--- config.mk ---
export PLATFORM = sky130hd
export DESIGN_NAME = midi_clock_sync_interpolator_top_flat
export DESIGN_NICKNAME = d
export VERILOG_FILES = /design/src/sv/mcsi_pkg.sv /design/src/sv/mcsi_if.sv /design/src/sv/mcsi_core.sv /design/src/sv/midi_clock_sync_interpolator_top.sv /design/src/flat_wrapper.sv
export SDC_FILE = /design/constraint.sdc
export NUM_CORES = 1
export LEC_CHECK = 0
export BUFFER_PORTS_ARGS = -buffer_cell sky130_fd_sc_hd__buf_2
export CORE_ASPECT_RATIO = 0.7
export CORE_MARGIN = 10
export CORE_UTILIZATION = 60
export CTS_BUF_LIST = sky130_fd_sc_hd__clkbuf_8
export CTS_CLUSTER_DIAMETER = 100
export CTS_CLUSTER_SIZE = 12
export DETAILED_ROUTE_END_ITERATION = 8
export PLACE_DENSITY = 0.78
export SYNTH_ARGS = -nofsm -noshare
export SYNTH_HDL_FRONTEND = slang
export SYNTH_SLANG_ARGS = --single-unit
export TNS_END_PERCENT = 20
--- constraint.sdc ---
create_clock -name clk -period 10.8 [get_ports clk]
set_clock_uncertainty 0.15 [all_clocks]
set_input_delay 2.16 -clock clk [delete_from_list [all_inputs] [get_ports clk]]
set_output_delay 2.16 -clock clk [all_outputs]
set_load 0.005 [all_outputs]
--- src/sv/mcsi_pkg.sv ---
package mcsi_pkg;

  // Field widths
  localparam int GAP_W      = 16;
  localparam int SENT_W     = 2;
  localparam int PEND_W     = 8;
  localparam int MCNT_W     = 8;
  localparam int SIXTH_W    = 3;
  localparam int QUARTER_W  = 2;
  localparam int MODE_W     = 2;
  localparam int CFG_IDX_W  = 1;
  localparam int CFG_DATA_W = 8;

  // Operation codes
  localparam logic OP_TICK = 1'b0;
  localparam logic OP_BYTE = 1'b1;

  // MIDI real-time bytes
  localparam logic [7:0] BYTE_CLOCK = 8'hf8;
  localparam logic [7:0] BYTE_START = 8'hfa;

  // Configuration register indexes
  localparam logic [CFG_IDX_W-1:0] REG_CLOCK_MODE    = 1'd0;
  localparam logic [CFG_IDX_W-1:0] REG_MASTER_PERIOD = 1'd1;

  // Clock mode codes (code 3 behaves as auto)
  localparam logic [MODE_W-1:0] MODE_MASTER = 2'd0;
  localparam logic [MODE_W-1:0] MODE_SLAVE  = 2'd1;
  localparam logic [MODE_W-1:0] MODE_AUTO   = 2'd2;

  // Reset values of the registers
  localparam logic [MODE_W-1:0] MODE_RESET   = MODE_AUTO;
  localparam logic [MCNT_W-1:0] PERIOD_RESET = 8'd5;

  // Counter limits
  localparam logic [GAP_W-1:0]     GAP_MAX         = 16'hffff;
  localparam logic [GAP_W-1:0]     GAP_PRESENT_LIM = 16'h0fff;
  localparam logic [PEND_W-1:0]    PEND_MAX        = 8'hff;
  localparam logic [SENT_W-1:0]    INTERP_STEPS    = 2'd3;
  localparam logic [PEND_W:0]      CLOCKS_PER_F8   = 9'd4;
  localparam logic [SIXTH_W-1:0]   SIXTH_WRAP      = 3'd6;

  typedef struct packed {
    logic       operation;
    logic [7:0] realtime_byte;
  } mcsi_item_t;

  typedef struct packed {
    logic                 clock_pulse;
    logic                 start_pulse;
    logic                 slave_active;
    logic [SIXTH_W-1:0]   sixth_count;
    logic [QUARTER_W-1:0] quarter_count;
  } mcsi_result_t;

endpackage

--- src/sv/mcsi_if.sv ---
interface mcsi_in_if;
  logic       valid;
  logic       ready;
  logic       operation;
  logic [7:0] realtime_byte;

  modport source (output valid, output operation, output realtime_byte, input ready);
  modport sink   (input valid, input operation, input realtime_byte, output ready);
endinterface

interface mcsi_out_if;
  logic       valid;
  logic       ready;
  logic       clock_pulse;
  logic       start_pulse;
  logic       slave_active;
  logic [2:0] sixth_count;
  logic [1:0] quarter_count;

  modport source (output valid, output clock_pulse, output start_pulse,
                  output slave_active, output sixth_count, output quarter_count,
                  input ready);
  modport sink   (input valid, input clock_pulse, input start_pulse,
                  input slave_active, input sixth_count, input quarter_count,
                  output ready);
endinterface

--- src/sv/mcsi_core.sv ---
module mcsi_core
  import mcsi_pkg::*;
(
  input  logic                  clk,
  input  logic                  rst,
  input  logic                  cfg_we,
  input  logic [CFG_IDX_W-1:0]  cfg_index,
  input  logic [CFG_DATA_W-1:0] cfg_data,
  input  logic                  step,
  input  mcsi_item_t            item,
  output mcsi_result_t          result
);

  // Configuration
  logic [MODE_W-1:0] clock_mode;
  logic [MCNT_W-1:0] master_period;

  // Tracking state
  logic [GAP_W-1:0]     gap_counter,      gap_counter_next;
  logic [GAP_W-1:0]     measured_gap,     measured_gap_next;
  logic [GAP_W-1:0]     interp_countdown, interp_countdown_next;
  logic [SENT_W-1:0]    interp_sent,      interp_sent_next;
  logic [PEND_W-1:0]    pending_clocks,   pending_clocks_next;
  logic [MCNT_W-1:0]    master_counter,   master_counter_next;
  logic                 start_request,    start_request_next;
  logic [SIXTH_W-1:0]   sixth_phase,      sixth_phase_next;
  logic [QUARTER_W-1:0] quarter_phase,    quarter_phase_next;

  // Config writes
  always_ff @(posedge clk) begin
    if (rst) begin
      clock_mode    <= MODE_RESET;
      master_period <= PERIOD_RESET;
    end else if (cfg_we) begin
      case (cfg_index)
        REG_CLOCK_MODE:    clock_mode    <= cfg_data[MODE_W-1:0];
        REG_MASTER_PERIOD: master_period <= cfg_data[MCNT_W-1:0];
        default: ;
      endcase
    end
  end

  // Next state and result for one item
  always_comb begin
    logic               slave;
    logic               clk_ev;
    logic               start_ev;
    logic [PEND_W:0]    pend_sum;
    logic [MCNT_W:0]    mcnt_inc;
    logic [SIXTH_W-1:0] sixth_inc;

    gap_counter_next      = gap_counter;
    measured_gap_next     = measured_gap;
    interp_countdown_next = interp_countdown;
    interp_sent_next      = interp_sent;
    pending_clocks_next   = pending_clocks;
    master_counter_next   = master_counter;
    start_request_next    = start_request;
    sixth_phase_next      = sixth_phase;
    quarter_phase_next    = quarter_phase;
    clk_ev    = 1'b0;
    start_ev  = 1'b0;
    pend_sum  = '0;
    mcnt_inc  = '0;
    sixth_inc = '0;

    if (item.operation == OP_BYTE) begin
      if (item.realtime_byte == BYTE_CLOCK) begin
        // clock: latch gap, make up unsent interpolated clocks
        measured_gap_next     = gap_counter;
        gap_counter_next      = '0;
        pend_sum              = {1'b0, pending_clocks} + CLOCKS_PER_F8
                                - {{(PEND_W+1-SENT_W){1'b0}}, interp_sent};
        pending_clocks_next   = pend_sum[PEND_W] ? PEND_MAX : pend_sum[PEND_W-1:0];
        interp_sent_next      = '0;
        interp_countdown_next = gap_counter >> 2;
      end else if (item.realtime_byte == BYTE_START) begin
        start_request_next  = 1'b1;
        if (gap_counter > GAP_PRESENT_LIM)
          gap_counter_next = '0;
        pending_clocks_next = '0;
        interp_sent_next    = INTERP_STEPS;
      end
    end else begin
      // tick: advance gap counter, saturating
      if (gap_counter != GAP_MAX)
        gap_counter_next = gap_counter + 1'b1;

      // interpolation countdown
      interp_countdown_next = interp_countdown - 1'b1;
      if (interp_countdown_next == '0 && interp_sent < INTERP_STEPS) begin
        interp_sent_next      = interp_sent + 1'b1;
        pending_clocks_next   = (pending_clocks == PEND_MAX) ? PEND_MAX
                                                             : pending_clocks + 1'b1;
        interp_countdown_next = measured_gap >> 2;
      end

      // start takeover
      if (start_request) begin
        start_request_next = 1'b0;
        start_ev           = 1'b1;
        sixth_phase_next   = '0;
        quarter_phase_next = '0;
      end
    end

    // slave decision on the updated gap counter
    case (clock_mode)
      MODE_MASTER: slave = 1'b0;
      MODE_SLAVE:  slave = 1'b1;
      default:     slave = gap_counter_next < GAP_PRESENT_LIM;
    endcase

    if (item.operation == OP_TICK) begin
      // clock source: requests first, then master divider
      if (pending_clocks_next != '0) begin
        pending_clocks_next = pending_clocks_next - 1'b1;
        clk_ev = slave;
      end else if (!slave) begin
        mcnt_inc = {1'b0, master_counter} + 1'b1;
        if (mcnt_inc > {1'b0, master_period}) begin
          master_counter_next = '0;
          clk_ev = 1'b1;
        end else begin
          master_counter_next = mcnt_inc[MCNT_W-1:0];
        end
      end

      // divide-by-6 and divide-by-24 phases
      if (clk_ev) begin
        sixth_inc = sixth_phase_next + 1'b1;
        if (sixth_inc >= SIXTH_WRAP) begin
          sixth_phase_next   = '0;
          quarter_phase_next = quarter_phase_next + 1'b1;
        end else begin
          sixth_phase_next = sixth_inc;
        end
      end
    end

    result.clock_pulse   = clk_ev;
    result.start_pulse   = start_ev;
    result.slave_active  = slave;
    result.sixth_count   = sixth_phase_next;
    result.quarter_count = quarter_phase_next;
  end

  // State registers
  always_ff @(posedge clk) begin
    if (rst) begin
      gap_counter      <= '0;
      measured_gap     <= '0;
      interp_countdown <= '0;
      interp_sent      <= '0;
      pending_clocks   <= '0;
      master_counter   <= '0;
      start_request    <= 1'b0;
      sixth_phase      <= '0;
      quarter_phase    <= '0;
    end else if (step) begin
      gap_counter      <= gap_counter_next;
      measured_gap     <= measured_gap_next;
      interp_countdown <= interp_countdown_next;
      interp_sent      <= interp_sent_next;
      pending_clocks   <= pending_clocks_next;
      master_counter   <= master_counter_next;
      start_request    <= start_request_next;
      sixth_phase      <= sixth_phase_next;
      quarter_phase    <= quarter_phase_next;
    end
  end

endmodule

--- src/sv/midi_clock_sync_interpolator_top.sv ---
// Pipeline: two register stages (input register, then result register); an item
//   waits in the input register until the result register is empty or being taken.
// Throughput: one item per cycle; the input and result registers both advance
//   while the result side takes items, and the state is updated once per item.
// Reset (rst, synchronous, active high) clears all tracking state and both
//   pipeline registers, and sets clock_mode to auto and master_period to 5.
module midi_clock_sync_interpolator_top
  import mcsi_pkg::*;
(
  input  logic                  clk,
  input  logic                  rst,
  input  logic                  cfg_we,
  input  logic [CFG_IDX_W-1:0]  cfg_index,
  input  logic [CFG_DATA_W-1:0] cfg_data,
  mcsi_in_if.sink               events,
  mcsi_out_if.source            results
);

  logic         item_valid;
  mcsi_item_t   item;
  logic         res_valid;
  mcsi_result_t res;
  mcsi_result_t res_next;
  logic         advance;

  // Result register frees up when empty or being taken
  assign advance      = item_valid && (!res_valid || results.ready);
  assign events.ready = !item_valid || advance;

  // Input register
  always_ff @(posedge clk) begin
    if (rst) begin
      item_valid <= 1'b0;
    end else if (events.ready) begin
      item_valid <= events.valid;
    end
  end

  always_ff @(posedge clk) begin
    if (events.ready && events.valid) begin
      item.operation     <= events.operation;
      item.realtime_byte <= events.realtime_byte;
    end
  end

  mcsi_core u_core (
    .clk       (clk),
    .rst       (rst),
    .cfg_we    (cfg_we),
    .cfg_index (cfg_index),
    .cfg_data  (cfg_data),
    .step      (advance),
    .item      (item),
    .result    (res_next)
  );

  // Result register
  always_ff @(posedge clk) begin
    if (rst) begin
      res_valid <= 1'b0;
    end else if (advance) begin
      res_valid <= 1'b1;
    end else if (results.ready) begin
      res_valid <= 1'b0;
    end
  end

  always_ff @(posedge clk) begin
    if (advance)
      res <= res_next;
  end

  assign results.valid         = res_valid;
  assign results.clock_pulse   = res.clock_pulse;
  assign results.start_pulse   = res.start_pulse;
  assign results.slave_active  = res.slave_active;
  assign results.sixth_count   = res.sixth_count;
  assign results.quarter_count = res.quarter_count;

endmodule
--- src/flat_wrapper.sv ---
// flat-port wrapper written by rule: the top's interface ports become plain ports
module midi_clock_sync_interpolator_top_flat import mcsi_pkg::*;
  (clk, rst, cfg_we, cfg_index, cfg_data, events_valid, events_operation, events_realtime_byte, events_ready, results_valid, results_clock_pulse, results_start_pulse, results_slave_active, results_sixth_count, results_quarter_count, results_ready);
  mcsi_in_if events_i ();
  mcsi_out_if results_i ();
  input  logic clk;
  input  logic rst;
  input  logic cfg_we;
  input  logic [CFG_IDX_W-1:0] cfg_index;
  input  logic [CFG_DATA_W-1:0] cfg_data;
  input wire logic [$bits(events_i.valid)-1:0] events_valid;
  input wire logic [$bits(events_i.operation)-1:0] events_operation;
  input wire logic [$bits(events_i.realtime_byte)-1:0] events_realtime_byte;
  output wire logic [$bits(events_i.ready)-1:0] events_ready;
  output wire logic [$bits(results_i.valid)-1:0] results_valid;
  output wire logic [$bits(results_i.clock_pulse)-1:0] results_clock_pulse;
  output wire logic [$bits(results_i.start_pulse)-1:0] results_start_pulse;
  output wire logic [$bits(results_i.slave_active)-1:0] results_slave_active;
  output wire logic [$bits(results_i.sixth_count)-1:0] results_sixth_count;
  output wire logic [$bits(results_i.quarter_count)-1:0] results_quarter_count;
  input wire logic [$bits(results_i.ready)-1:0] results_ready;
  assign events_i.valid = events_valid;
  assign events_i.operation = events_operation;
  assign events_i.realtime_byte = events_realtime_byte;
  assign events_ready = events_i.ready;
  assign results_valid = results_i.valid;
  assign results_clock_pulse = results_i.clock_pulse;
  assign results_start_pulse = results_i.start_pulse;
  assign results_slave_active = results_i.slave_active;
  assign results_sixth_count = results_i.sixth_count;
  assign results_quarter_count = results_i.quarter_count;
  assign results_i.ready = results_ready;
  midi_clock_sync_interpolator_top u_core (.clk(clk), .rst(rst), .cfg_we(cfg_we), .cfg_index(cfg_index), .cfg_data(cfg_data), .events(events_i), .results(results_i));
endmodule
# Yosys cells after proc, flatten, opt, wreduce, memory -nomap -nowiden
# Cells that the tools add are included.
[totals] regBits=101 latchBits=0 ram_bits=0 mem_bits_ro=0 inputBits=23 out_inout_bits=10 elab_cells=109 memories=0
[classes] addsub=10 multipliers=0 div_mod_pow=0 n_lt_le_gt_ge=5 n_eq_ne=9 shifts=0 mux=42 bitwise=4 reduce_logical=19
[op_table] op="two-way mux 16 bit" n=8
[op_table] op="two-way mux 8 bit" n=9
[op_table] op="== test 8 bit, second input constant" n=3
[op_table] op="two-way mux 2 bit" n=9
[op_table] op="adder 16 x 1 -> 16 bit, second input constant" n=1
[op_table] op="> comparator 16 x 12 -> 1 bit, second input constant" n=1
[op_table] op="logical NOT 16 bit" n=1
[op_table] op="< comparator 16 x 12 -> 1 bit, second input constant" n=1
[op_table] op="!= test 16 bit, second input constant" n=1
[op_table] op="subtractor 16 x 1 -> 16 bit, second input constant" n=1
[op_table] op="two-way mux 3 bit" n=5
[op_table] op="two-way mux 1 bit" n=10
[op_table] op="adder 8 x 1 -> 9 bit, second input constant" n=1
[op_table] op="adder 8 x 3 -> 9 bit, second input constant" n=1
[op_table] op="> comparator 9 x 8 -> 1 bit" n=1
[op_table] op="AND reduction 3 bit" n=3
[op_table] op="subtractor 9 x 2 -> 9 bit" n=1
[op_table] op="adder 8 x 1 -> 8 bit, second input constant" n=1
[op_table] op="nonzero test 8 bit" n=1
[op_table] op="subtractor 8 x 1 -> 8 bit, second input constant" n=1
[op_table] op="AND reduction 2 bit" n=3
[op_table] op="adder 2 x 1 -> 2 bit, second input constant" n=2
[op_table] op="!= test 2 x 1 -> 1 bit, second input constant" n=2
[op_table] op="NOT 1 bit" n=4
[op_table] op="other kinds (13)" n=18

# Longest topological paths before layout
# Gate-level depths: netlist (run 1).
[logic_depth] depth_word=12 ltp_mapped=21 mapped_depth_nobuf=18

# Hierarchy
# Synthesis (run 1) repeated with hierarchy kept, for this count alone.
[unflattened] hier_cells=845 area_unflattened_um2=6637.6
[modules_own_cells] mod="mcsi_core" instances=1 cells_per_inst=818 area_per_inst_um2=6023.3 seq_area_each_um2=1601.5
[modules_own_cells] mod="midi_clock_sync_interpolator_top" instances=1 cells_per_inst=27 area_per_inst_um2=614.3 seq_area_each_um2=550.5

# Worst setup path before layout (run 1)
# No wires, ideal clock.
[synth_timing] path_type="input-to-output" start="input port results_ready" end="output port events_ready" arrival_ns=2.426 setup_slack_ns=6.064 stages=2 n_path_buf=0 cell_sequence="nor2b_1 -> nand2_1"
[synth_between] elab_chain_len=3
[synth_rtl] element="from (decl)" line_no="flat_wrapper.sv:21" rtl="input wire logic [$bits(results_i.ready)-1:0] results_ready;"
[synth_rtl] element="logical OR 1 bit" line_no="midi_clock_sync_interpolator_top.sv:27" rtl="assign advance = item_valid && (!res_valid || results.ready);"
[synth_rtl] element="logical AND 1 bit" line_no="midi_clock_sync_interpolator_top.sv:27"
[synth_rtl] element="logical OR 1 bit" line_no="midi_clock_sync_interpolator_top.sv:28" rtl="assign events.ready = !item_valid || advance;"
[synth_rtl] element="to (decl)" line_no="flat_wrapper.sv:14" rtl="output wire logic [$bits(events_i.ready)-1:0] events_ready;"
# Every way passes these cells.

# Worst setup path after layout (run 1)
# Ends and elaborated chain as after synthesis.

==> metrics.txt, run 1 <==
vias=approximately 6,400; top cells by count, synth=nand2_1, a21oi_1, nor2_1; Largest delay share family, worst path=simple AND/OR/NAND/NOR gates; Slew Viols, Final=0; largest net degree at the start of global routing=a little under 90; CTS HTree Levels=3; IO Pins=33; core area=~11,000 um2; fin area=7000 um2; CP Launch Type=input port; Synth cell types=84; initial core utilization=0.608; final worst slack=about 5800 ps; CTS tree=done; Slew headroom=0.370; post-CTS sizing=0; cts-stage hold buffer count=0; GRT Residual Overflow=0; HPWL Detailed=between 10,000 and 15,000 um; pre-CTS setup slack=~5800 ps; Tot GR Track Use=0.219; Synth area leader=dfxtp_1; CTS Buf Count=9; Routed wire per std cell=17.5 um; Post-synth EDFFs=17; port bufs=32; Crit. End Element=output pin; Max Freq=approximately 0.20 GHz; Worst Path Buf+Inv=2; Peak supply drop=~0.000063 V; critical path cell sequence=buf_2 -> nor2b_1 -> nand2_1 -> buf_2; CP most frequent cell=buf_2; worst hold path class=register to register; Nets=913; WP data arrival=between 2000 and 3000 ps; clock sink total=~100; max incr delay on CP=190 ps; worst skew pair latency=roughly 370 ps; Post-Syn Area=around 6600 um2; Syn Area/Cell=about 7.7 um2; worst-path fanout max=4; most common cell in the synthesized netlist=nand2_1; worst-margin pin slew=939 ps; CP Launch Point=results_ready; RSZ-0062 raised after global routing=no; CP Data Required Time=8490 ps; CP Class=input port to output pin; Residual DRC=0; final worst path period share=0.462; first-pass GRT wire length=around 29,000 um; Die W=~150 um; area used by multi-input combinational logic=approximately 4100 um2; Min Clock Period, post-route=4990 ps; worst-case clock buffer depth=2; Mapped Nets=between 900 and 1,000; share of layout cells above drive strength 1=0.0915; drt pass-1 iters=5; Setup Viol. Count Final=0; P&R area growth vs syn=5.33%; run status=complete, no violations; max_cap viols=0; total number of yosys warnings=0; register area=2150 um2; Async SR Flop Fraction=0; post-route setup TNS=0 ps; Die ar.=~16,000 um2; Leak Pwr=2.53 nW; Worst-path clk slew=approximately 90 ps; Cell Area, Placed=between 6000 and 7000 um2; vias per inst=between 6 and 7; predominant post-synthesis flop cell=dfxtp_1; Min-Delay Startpoint=u_core.u_core.measured_gap[6]; vias in the first global route=just under 6,000; ranking of synthesized cells by area=dfxtp_1, edfxtp_1, a21oi_1, nand2_1, ha_1; slowest CP cell=nor2b_1; final hold vios=0; Detailed Route Iter0 Violations=approximately 740; Mapped Cells=around 860; Routed WL=approximately 18,000 um; CTS root buf=clkbuf_8; RePlAce Congestion=0.940; flops & latches, synth=a little under 100; antenna-violating nets left=0; post-synthesis sequential area ratio=0.324; Yosys top cell area share=0.247; Reg-to-Reg Start=u_core.u_core.interp_countdown[3]; # fillers=just over 1,000; PD cells=about 110 nW/um2; Post-CTS Setup Repair Bufs=0; n_diodes=0; initial antenna violation count=0; Rows=32; die height=around 110 um
## cells in the final DEF, fill, tap and decap left out, types with 9 or more instances in the layout
cell and count:
edfxtp_1 17, nand3_1 27, a31oi_1 13, o211ai_1 14, a211oi_1 16, and3_1 9
or3_1 9, nand2b_1 9, nand2_1 111, ha_1 31, nand4_1 11, xor2_1 14
nor4_1 12, clkbuf_8 9, dfxtp_1 82, o21ai_0 34, buf_2 32, inv_1 34
xnor2_1 18, a21oi_1 95, nor2b_1 10, nor3_1 29, buf_4 9, nor2_1 86
## kinds of logic (layout without fill, tap and decap cells)
family / count (synthesis) / after routing / share of synthesized area
and+or+nand+nor: 359 / 359 / 0.271
buffers and inverters: 89 / 91 / 0.0540
xor gates and xnor gates: 32 / 32 / 0.0422
AOI/OAI and AO/OA: 242 / 242 / 0.235
adders and majority gates: 32 / 32 / 0.0614
muxes: 8 / 8 / 0.0122
DFF: 99 / 99 / 0.324
## final cells by class
cell class	count	area share
tap	153	0.0274
clock buffer	9	0.0177
timing repair buffer	41	0.0325
clock inverter	7	0.00608
inverter	34	0.0182
multi-input combinational	673	0.591
sequential	99	0.308
## state kept, by name (all words and copies together), names as in the netlist, 3 cells and up
register	flops
u_core.u_core.pending_clocks	8
u_core.u_core.measured_gap	14
u_core.u_core.master_period	8
u_core.u_core.sixth_phase	3
u_core.u_core.master_counter	8
u_core.item	9
u_core.u_core.interp_countdown	16
u_core.u_core.gap_counter	16
u_core.results.sixth_count	3
## final timing paths
kind	to	slack, ps	depth (start not counted)
max	events_ready	5810	4
min	u_core.u_core.measured_gap[6]	310	2
max reg2reg	u_core.results.sixth_count[1]	5830	15
min reg2reg	u_core.u_core.measured_gap[6]	310	2
## tightest hold or removal path: stages, from the launching register on
cell and delay (ps):
dfxtp_1 320, nand2_1 50, a21oi_1 50
## where the power goes
group	switching, mW	internal (mW)
sequential	0.0132	0.389
clock	0.132	0.0831
combinational	0.109	0.0682
total	0.254	0.540
## metal layers
metal / wire (um) / part of all wire / vias up / global-route usage
met2: 7940 / 0.45 / 259 / 0.347
met5: 0 / 0 / - / 0
li1: - / - / 3109 / -
met4: 159 / 0.0090 / 0 / 0.0540
met3: 1560 / 0.088 / 18 / 0.0484
met1: 8090 / 0.46 / 3025 / 0.298
## metrics by stage
step / hold WS [ps] / utilization / std cells / power, mW
final: 309 / 0.640 / 1016 / 0.795
after global routing: 332 / 0.640 / 1016 / 0.833
after CTS: 311 / 0.640 / 1016 / 0.798
after detailed placement: 297 / 0.625 / 1000 / 0.583
after global placement: 292 / 0.625 / 1000 / 0.576
after floorplan: 286 / - / 861 / 0.541
(Power assumes the default switching activity.)
==> run 2: changes to the inputs <==
--- a/config.mk
+++ b/config.mk
@@ -5,6 +5,7 @@
 export SDC_FILE = /design/constraint.sdc
 export NUM_CORES = 1
 export LEC_CHECK = 0
+export ABC_AREA = 1
 export BUFFER_PORTS_ARGS = -buffer_cell sky130_fd_sc_hd__buf_2
 export CORE_ASPECT_RATIO = 0.7
 export CORE_MARGIN = 10
==> constraint.sdc (replaced) <==
create_clock -name clk -period 4.95 [get_ports clk]
set_clock_uncertainty 0.15 [all_clocks]
set_input_delay 0.99 -clock clk [delete_from_list [all_inputs] [get_ports clk]]
set_output_delay 0.99 -clock clk [all_outputs]
set_load 0.005 [all_outputs]
==> metrics.txt, run 2 <==
run status=complete, no violations (unchanged); CTS Buf Count=9 (unchanged); Slew Viols, Final=0 (unchanged); RSZ-0062 raised after global routing=no (unchanged); Largest delay share family, worst path=simple AND/OR/NAND/NOR gates (unchanged); IO Pins=33 (unchanged); initial antenna violation count=0 (unchanged); Worst-path clk slew=100 ps (was 90 ps); RePlAce Congestion=0.920 (was 0.940); Routed wire per std cell=15.0 um (was 17.5 um); top cells by count, synth=nand2_1, inv_1, nor2_1 (was nand2_1, a21oi_1, nor2_1); share of layout cells above drive strength 1=0.0989 (was 0.0915); post-route setup TNS=0 ps (unchanged); Mapped Nets=1,057 (was 916); first-pass GRT wire length=28,900 um (was 29,200 um); Peak supply drop=0.000168 V (was 0.0000630 V); Post-CTS Setup Repair Bufs=0 (unchanged); Min-Delay Startpoint=u_core.u_core.master_period[1] (was u_core.u_core.measured_gap[6]); Worst Path Buf+Inv=2 (unchanged); CTS root buf=clkbuf_8 (unchanged); vias in the first global route=5,847 (was 5,848); Synth area leader=dfxtp_1 (unchanged); Detailed Route Iter0 Violations=726 (was 735); slowest CP cell=dfxtp_1 (was nor2b_1); HPWL Detailed=13,000 um (was 12,800 um); core area=11,000 um2 (was 10,900 um2); max_cap viols=0 (unchanged); flops & latches, synth=99 (unchanged); fin util=0.657 (was 0.640); Post-synth EDFFs=17 (unchanged); pre-CTS setup slack=1260 ps (was 5800 ps); R2R Setup Slk=1190 ps (was 5830 ps); max incr delay on CP=370 ps (was 190 ps); worst-case clock buffer depth=2 (unchanged); post-CTS sizing=0 (unchanged); largest net degree at the start of global routing=48 (was 89); most frequent cells in the layout=nand2_1, inv_1, nor2_1, o21ai_0, dfxtp_1 (was nand2_1, a21oi_1, nor2_1, dfxtp_1); Max Freq=between 0.2 and 0.3 GHz; WP data arrival=3880 ps (was 2680 ps); Leak Pwr=3.29 nW (was 2.53 nW); vias=6,597 (was 6,411); worst-path fanout max=16 (was 4); worst hold path class=register to register (unchanged); Rows=32 (unchanged); Crit. End Element=register (was output pin); placed cell count=1,158 (was 1,000); clock sink total=99 (unchanged); Nets=1,071 (was 913); predominant post-synthesis flop cell=dfxtp_1 (unchanged); final worst slack=1190 ps (was 5810 ps); final worst path period share=0.760; Worst Hold End=u_core.u_core.master_period[1] (was u_core.u_core.measured_gap[6]); hold-critical path depth=2 (unchanged); CP Launch Type=register (was input port); Residual DRC=0 (unchanged); P&R area growth vs syn=6.70% (was 5.33%); worst skew pair latency=390 ps (was 370 ps); Async SR Flop Fraction=0 (unchanged); ranking of synthesized cells by area=dfxtp_1, nand2_1, inv_1, edfxtp_1, o21ai_0 (was dfxtp_1, edfxtp_1, a21oi_1, nand2_1, ha_1); CP most frequent cell=nand2_1 (was buf_2); R2R depth=20 (was 15); # fillers=1,011 (was 1,020); Final Non-Filler Cells=1,174 (was 1,016); Largest regs=u_core.u_core.gap_counter x16, u_core.u_core.interp_countdown x16, u_core.u_core.measured_gap x14 (unchanged); vias per inst=5.62 (was 6.31); port bufs=32 (unchanged); Tot GR Track Use=0.218 (was 0.219); Setup Viol. Count Final=0 (unchanged); Die W=147 um (was 146 um); CP Data Required Time=5060 ps (was 8490 ps); post-synthesis sequential area ratio=0.318 (was 0.324); Synth cell types=46 (was 84); Syn Area/Cell=6.76 um2 (was 7.72 um2); total power=2.01 mW (was 0.795 mW); Mapped Cells=1,002 (was 861); total number of yosys warnings=0 (unchanged); antenna-violating nets left=0 (unchanged); final hold vios=0 (unchanged); GRT Residual Overflow=0 (unchanged); CP Class=register to register (was input port to output pin); Min Clock Period, post-route=approximately 3800 ps; cts-stage hold buffer count=0 (unchanged); initial core utilization=0.615 (was 0.608); worst reg2reg endpoint=u_core.u_core.master_counter[6] (was u_core.results.sixth_count[1]); most common cell in the synthesized netlist=nand2_1 (unchanged); Slew headroom=0.221 (was 0.370); Post-Syn Area=6780 um2 (was 6640 um2); commonest non-fill, non-tap cell in the layout=nand2_1 (unchanged); CTS tree=done (unchanged); Die ar.=16,000 um2 (was 15,700 um2); CTS HTree Levels=3 (unchanged); PD cells=278 nW/um2 (was 114 nW/um2); n_diodes=0 (unchanged); drt pass-1 iters=6 (was 5); critical path cell sequence=inv_1 -> ha_1 -> xnor2_1 -> nand2_1 -> nor2_1 -> nand2_1 -> nor2_1 -> nand2_1 -> nor2_1 -> nand2_1 -> inv_2 -> nand3b_1 -> o211ai_1 -> o21a_1 -> ha_1 -> nand3_1 -> nor2_8 -> nand3_2 -> o21ai_0 -> a21oi_1 (was buf_2 -> nor2b_1 -> nand2_1 -> buf_2); Reg-to-Reg Start=u_core.u_core.interp_countdown[0] (was u_core.u_core.interp_countdown[3]); die height=109 um (was 108 um); worst-margin pin slew=1170 ps (was 939 ps); Yosys top cell area share=0.242 (was 0.247); Routed WL=17,600 um (was 17,700 um)
[run 2: cell count changes after synthesis, sizes merged, moves of 10 or more]
cell	before	now
nand2	112	225
inv	33	141
o21ai	38	90
a31oi	14	2
clkbuf	43	31
nor4	13	0
nor3	30	19
a21oi	97	81
nor2b	10	0
nor2	86	120
xnor2	18	2
nand3	28	63
[run 2: area by class of cell]
type	count	area, um2	area share
Clock inverter	7	73.8	0.0102
Tap cell	153	191	0.0265
Multi-Input combinational cell	725	3940	0.545
Sequential cell	99	2150	0.298
Inverter	142	533	0.0737
Timing Repair Buffer	39	213	0.0294
Clock buffer	9	124	0.0171
[run 2: worst register-to-register path, stage by stage, from the launching register on]
cell and delay [ps]:
dfxtp_1 370, inv_1 120, ha_1 320, xnor2_1 280, nand2_1 90, nor2_1 100, nand2_1 80, nor2_1 100
nand2_1 60, nor2_1 160, nand2_1 100, inv_2 160, nand3b_1 90, o211ai_1 120, o21a_1 210, ha_1 160
nand3_1 160, nor2_8 200, nand3_2 270, o21ai_0 270, a21oi_1 70
[run 2: through the flow]
step	hold slack, ps	area, um2
after floorplan	283	6780
after global placement	309	7030
after detailed placement	306	7030
after CTS	320	7230
after global routing	344	7230
final	315	7230
[run 2: layer usage]
metal	up-vias	track usage	share of wire
met5	-	0	0
met4	0	0.0550	0.011
met3	17	0.0447	0.089
met2	290	0.324	0.42
met1	2959	0.315	0.48
li1	3331	-	-
[run 2: worst max path at each step]
stage | from | end | slack, ps | depth (start not counted)
after floorplan | u_core.u_core.interp_countdown[0] | u_core.results.quarter_count[0] | 1720 | 22
after global placement | u_core.u_core.interp_countdown[0] | u_core.u_core.master_counter[3] | 1350 | 19
after detailed placement | u_core.u_core.interp_countdown[0] | u_core.u_core.master_counter[6] | 1260 | 19
after global routing | u_core.u_core.interp_countdown[0] | u_core.u_core.master_counter[5] | 830 | 19
final | u_core.u_core.interp_countdown[0] | u_core.u_core.master_counter[6] | 1190 | 20
after CTS | u_core.u_core.interp_countdown[0] | u_core.u_core.master_counter[6] | 1230 | 19
[run 2: report_power, final]
part | internal, mW | switching, mW
clock | 0.237 | 0.307
combinational | 0.189 | 0.370
sequential | 0.865 | 0.0460
total | 1.29 | 0.723
[run 2: cells by family (layout without fill, tap and decap cells)]
logic type,count (synthesis),after routing,synth area share
and+or+nand+nor,452,452,0.308
AOI/OAI and AO/OA,219,219,0.185
buffers and inverters,178,197,0.100
DFF,99,99,0.318
adders and majority gates,32,32,0.0602
xor gates and xnor gates,22,22,0.0284
==> run 3: changes to the inputs <==
--- a/config.mk
+++ b/config.mk
@@ -5,7 +5,7 @@
 export SDC_FILE = /design/constraint.sdc
 export NUM_CORES = 1
 export LEC_CHECK = 0
-export ABC_AREA = 1
+export ABC_AREA = 0
 export BUFFER_PORTS_ARGS = -buffer_cell sky130_fd_sc_hd__buf_2
 export CORE_ASPECT_RATIO = 0.7
 export CORE_MARGIN = 10
==> constraint.sdc (replaced) <==
create_clock -name clk -period 3.5 [get_ports clk]
set_clock_uncertainty 0.15 [all_clocks]
set_input_delay 0.7 -clock clk [delete_from_list [all_inputs] [get_ports clk]]
set_output_delay 0.7 -clock clk [all_outputs]
set_load 0.005 [all_outputs]
==> metrics.txt, run 3 (synthesis gave the netlist of run 1 again) <==
WP data arrival=4100 ps (was 3880 ps); Setup Viol. Count Final=27 (was 0); RePlAce Congestion=1.04 (was 0.920); Routed WL=21,100 um (was 17,600 um); vias per inst=6.31 (was 5.62); post-route setup TNS=-10,410 ps (was 0 ps); drt pass-1 iters=5 (was 6); core area=10,900 um2 (was 11,000 um2); R2R depth=14 (was 20); placed cell count=1,116 (was 1,158); port bufs=32 (unchanged); CTS HTree Levels=3 (unchanged); total power=2.76 mW (was 2.01 mW); worst-case clock buffer depth=2 (unchanged); Die ar.=15,700 um2 (was 16,000 um2); Min Hold Slack=308 ps (was 315 ps); # fillers=820 (was 1,011); die height=108 um (was 109 um); Peak supply drop=0.000270 V (was 0.000168 V); Tot GR Track Use=0.252 (was 0.218); worst hold path class=register to register (unchanged); Detailed Route Iter0 Violations=1,038 (was 726); IO Pins=33 (unchanged); Nets=1,039 (was 1,071); PD cells=334 nW/um2 (was 278 nW/um2); final hold vios=0 (unchanged); max_cap viols=0 (unchanged); Routed wire per std cell=18.5 um (was 15.0 um); largest net degree at the start of global routing=47 (was 48); Rows=32 (unchanged); CP Launch Type=register (unchanged); initial core utilization=0.608 (was 0.615); CP Data Required Time=3620 ps (was 5060 ps); CTS root buf=clkbuf_8 (unchanged); run status=finished, violations left (was complete, no violations); CP Launch Point=u_core.u_core.interp_countdown[6] (was u_core.u_core.interp_countdown[0]); Slew Viols, Final=0 (unchanged); vias in the first global route=6,527 (was 5,847); share of layout cells above drive strength 1=0.237 (was 0.0989); Leak Pwr=3.26 nW (was 3.29 nW); HPWL Detailed=15,200 um (was 13,000 um); antenna-violating nets left=0 (unchanged); n_diodes=0 (unchanged); worst-path fanout max=6 (was 16); Min Clock Period, post-route=3980 ps (was 3760 ps); Slew headroom=0.416 (was 0.221); final worst path period share=1.14 (was 0.760); Crit. End Element=register (unchanged); Reg-to-Reg Start=u_core.u_core.interp_countdown[6] (was u_core.u_core.interp_countdown[0]); area used by multi-input combinational logic=4340 um2 (was 3940 um2); CP Class=register to register (unchanged); CTS Buf Count=9 (unchanged); GRT Residual Overflow=0 (unchanged); first-pass GRT wire length=32,800 um (was 28,900 um); Die W=146 um (was 147 um); Residual DRC=0 (unchanged); vias=7,204 (was 6,597); register area=2150 um2 (about the same); worst skew pair latency=370 ps (was 390 ps); commonest non-fill, non-tap cell in the layout=buf_4 (was nand2_1); failing checks=negative setup slack; worst setup path end=u_core.u_core.sixth_phase[1] (was u_core.u_core.master_counter[6]); most frequent cells in the layout=buf_4, nand2_1, a21oi_1, nor2_1, dfxtp_1 (was nand2_1, inv_1, nor2_1, o21ai_0, dfxtp_1); CTS tree=done (unchanged); worst reg2reg endpoint=u_core.u_core.sixth_phase[1] (was u_core.u_core.master_counter[6]); final worst slack=-484 ps (was 1190 ps); R2R Setup Slk=-480 ps (was 1190 ps); RSZ-0062 raised after global routing=yes (was no); Final Non-Filler Cells=1,142 (was 1,174); initial antenna violation count=0 (unchanged); P&R area growth vs syn=24.3% (was 6.70%); Max Freq=0.251 GHz (was 0.266 GHz); Largest regs=u_core.u_core.gap_counter x16, u_core.u_core.interp_countdown x16, u_core.u_core.measured_gap x14 (unchanged); Worst-path clk slew=100 ps (about the same); worst-margin pin slew=876 ps (was 1170 ps); clock sink total=99 (unchanged)
[run 3: changes by cell type in the layout (fill, tap and decap cells not counted), sizes merged, moves of 12 or more]
cell   previous run  this run
a31oi             2        14
o21ai            90        38
a21oi            81        97
nor2            120        86
inv             144        36
xnor2             2        18
nor4              0        13
nand3            63        28
buf              39       167
nand2           225       112
[run 3: worst min-delay path by stage]
stage | slack, ps | from | cells after the start | endpoint
after floorplan | 290 | u_core.u_core.master_period[1] | 2 | u_core.u_core.master_period[1]
after global placement | 290 | u_core.u_core.measured_gap[14] | 2 | u_core.u_core.measured_gap[14]
after detailed placement | 300 | u_core.u_core.measured_gap[14] | 2 | u_core.u_core.measured_gap[14]
after CTS | 310 | u_core.u_core.measured_gap[9] | 2 | u_core.u_core.measured_gap[9]
after global routing | 330 | u_core.u_core.measured_gap[9] | 2 | u_core.u_core.measured_gap[9]
final | 310 | u_core.u_core.master_period[3] | 2 | u_core.u_core.master_period[3]
[run 3: where the power goes]
| group | internal, mW | switching, mW |
|---|---|---|
| Sequential | 1.20 | 0.0263 |
| Combinational | 0.361 | 0.439 |
| Clock | 0.324 | 0.410 |
[run 3: what timing repair did]
item                       CTS  global route
gates cloned                 1             0
gates resized for setup     21            28
hold buffers                 0             0
pin swaps                   13            14
buffers inserted             3             7
setup endpoints to repair   27            28
[run 3: layer usage]
metal | GRT usage | vias to the layer above | routed length, um | part of all wire
met5 | 0.0235 | - | 48 | 0.0023
met4 | 0.0619 | 2 | 514 | 0.024
met2 | 0.393 | 437 | 9130 | 0.43
met3 | 0.0659 | 64 | 2270 | 0.11
li1 | - | 3351 | - | -
met1 | 0.340 | 3350 | 9170 | 0.43
[run 3: stage by stage]
stage	util	area (um2)	setup slack, ps
final	0.755	8260	-484
after global routing	0.755	8260	-611
after CTS	0.738	8060	-364
after detailed placement	0.709	7750	-567
after global placement	0.709	7750	-499
after floorplan	-	6660	-430
[run 3: final cells by class]
cell class / count / area share
inverter: 34 / 0.0155
tap: 153 / 0.0232
clock buffer: 9 / 0.0150
multi-input combinational: 673 / 0.526
sequential: 99 / 0.261
timing repair buffer: 167 / 0.152
clock inverter: 7 / 0.00743
[run 3: worst max-delay path: stages, from the launching register on]
cell	delay [ps]
dfxtp_2	330
or4_4	530
or4_4	540
o21a_1	240
o2111ai_4	290
nor2_4	70
o21ai_2	140
nor2_1	60
a31oi_2	180
ha_2	210
nand2_2	60
or2_4	270
o21ai_1	290
nand3_1	150
a311oi_1	360
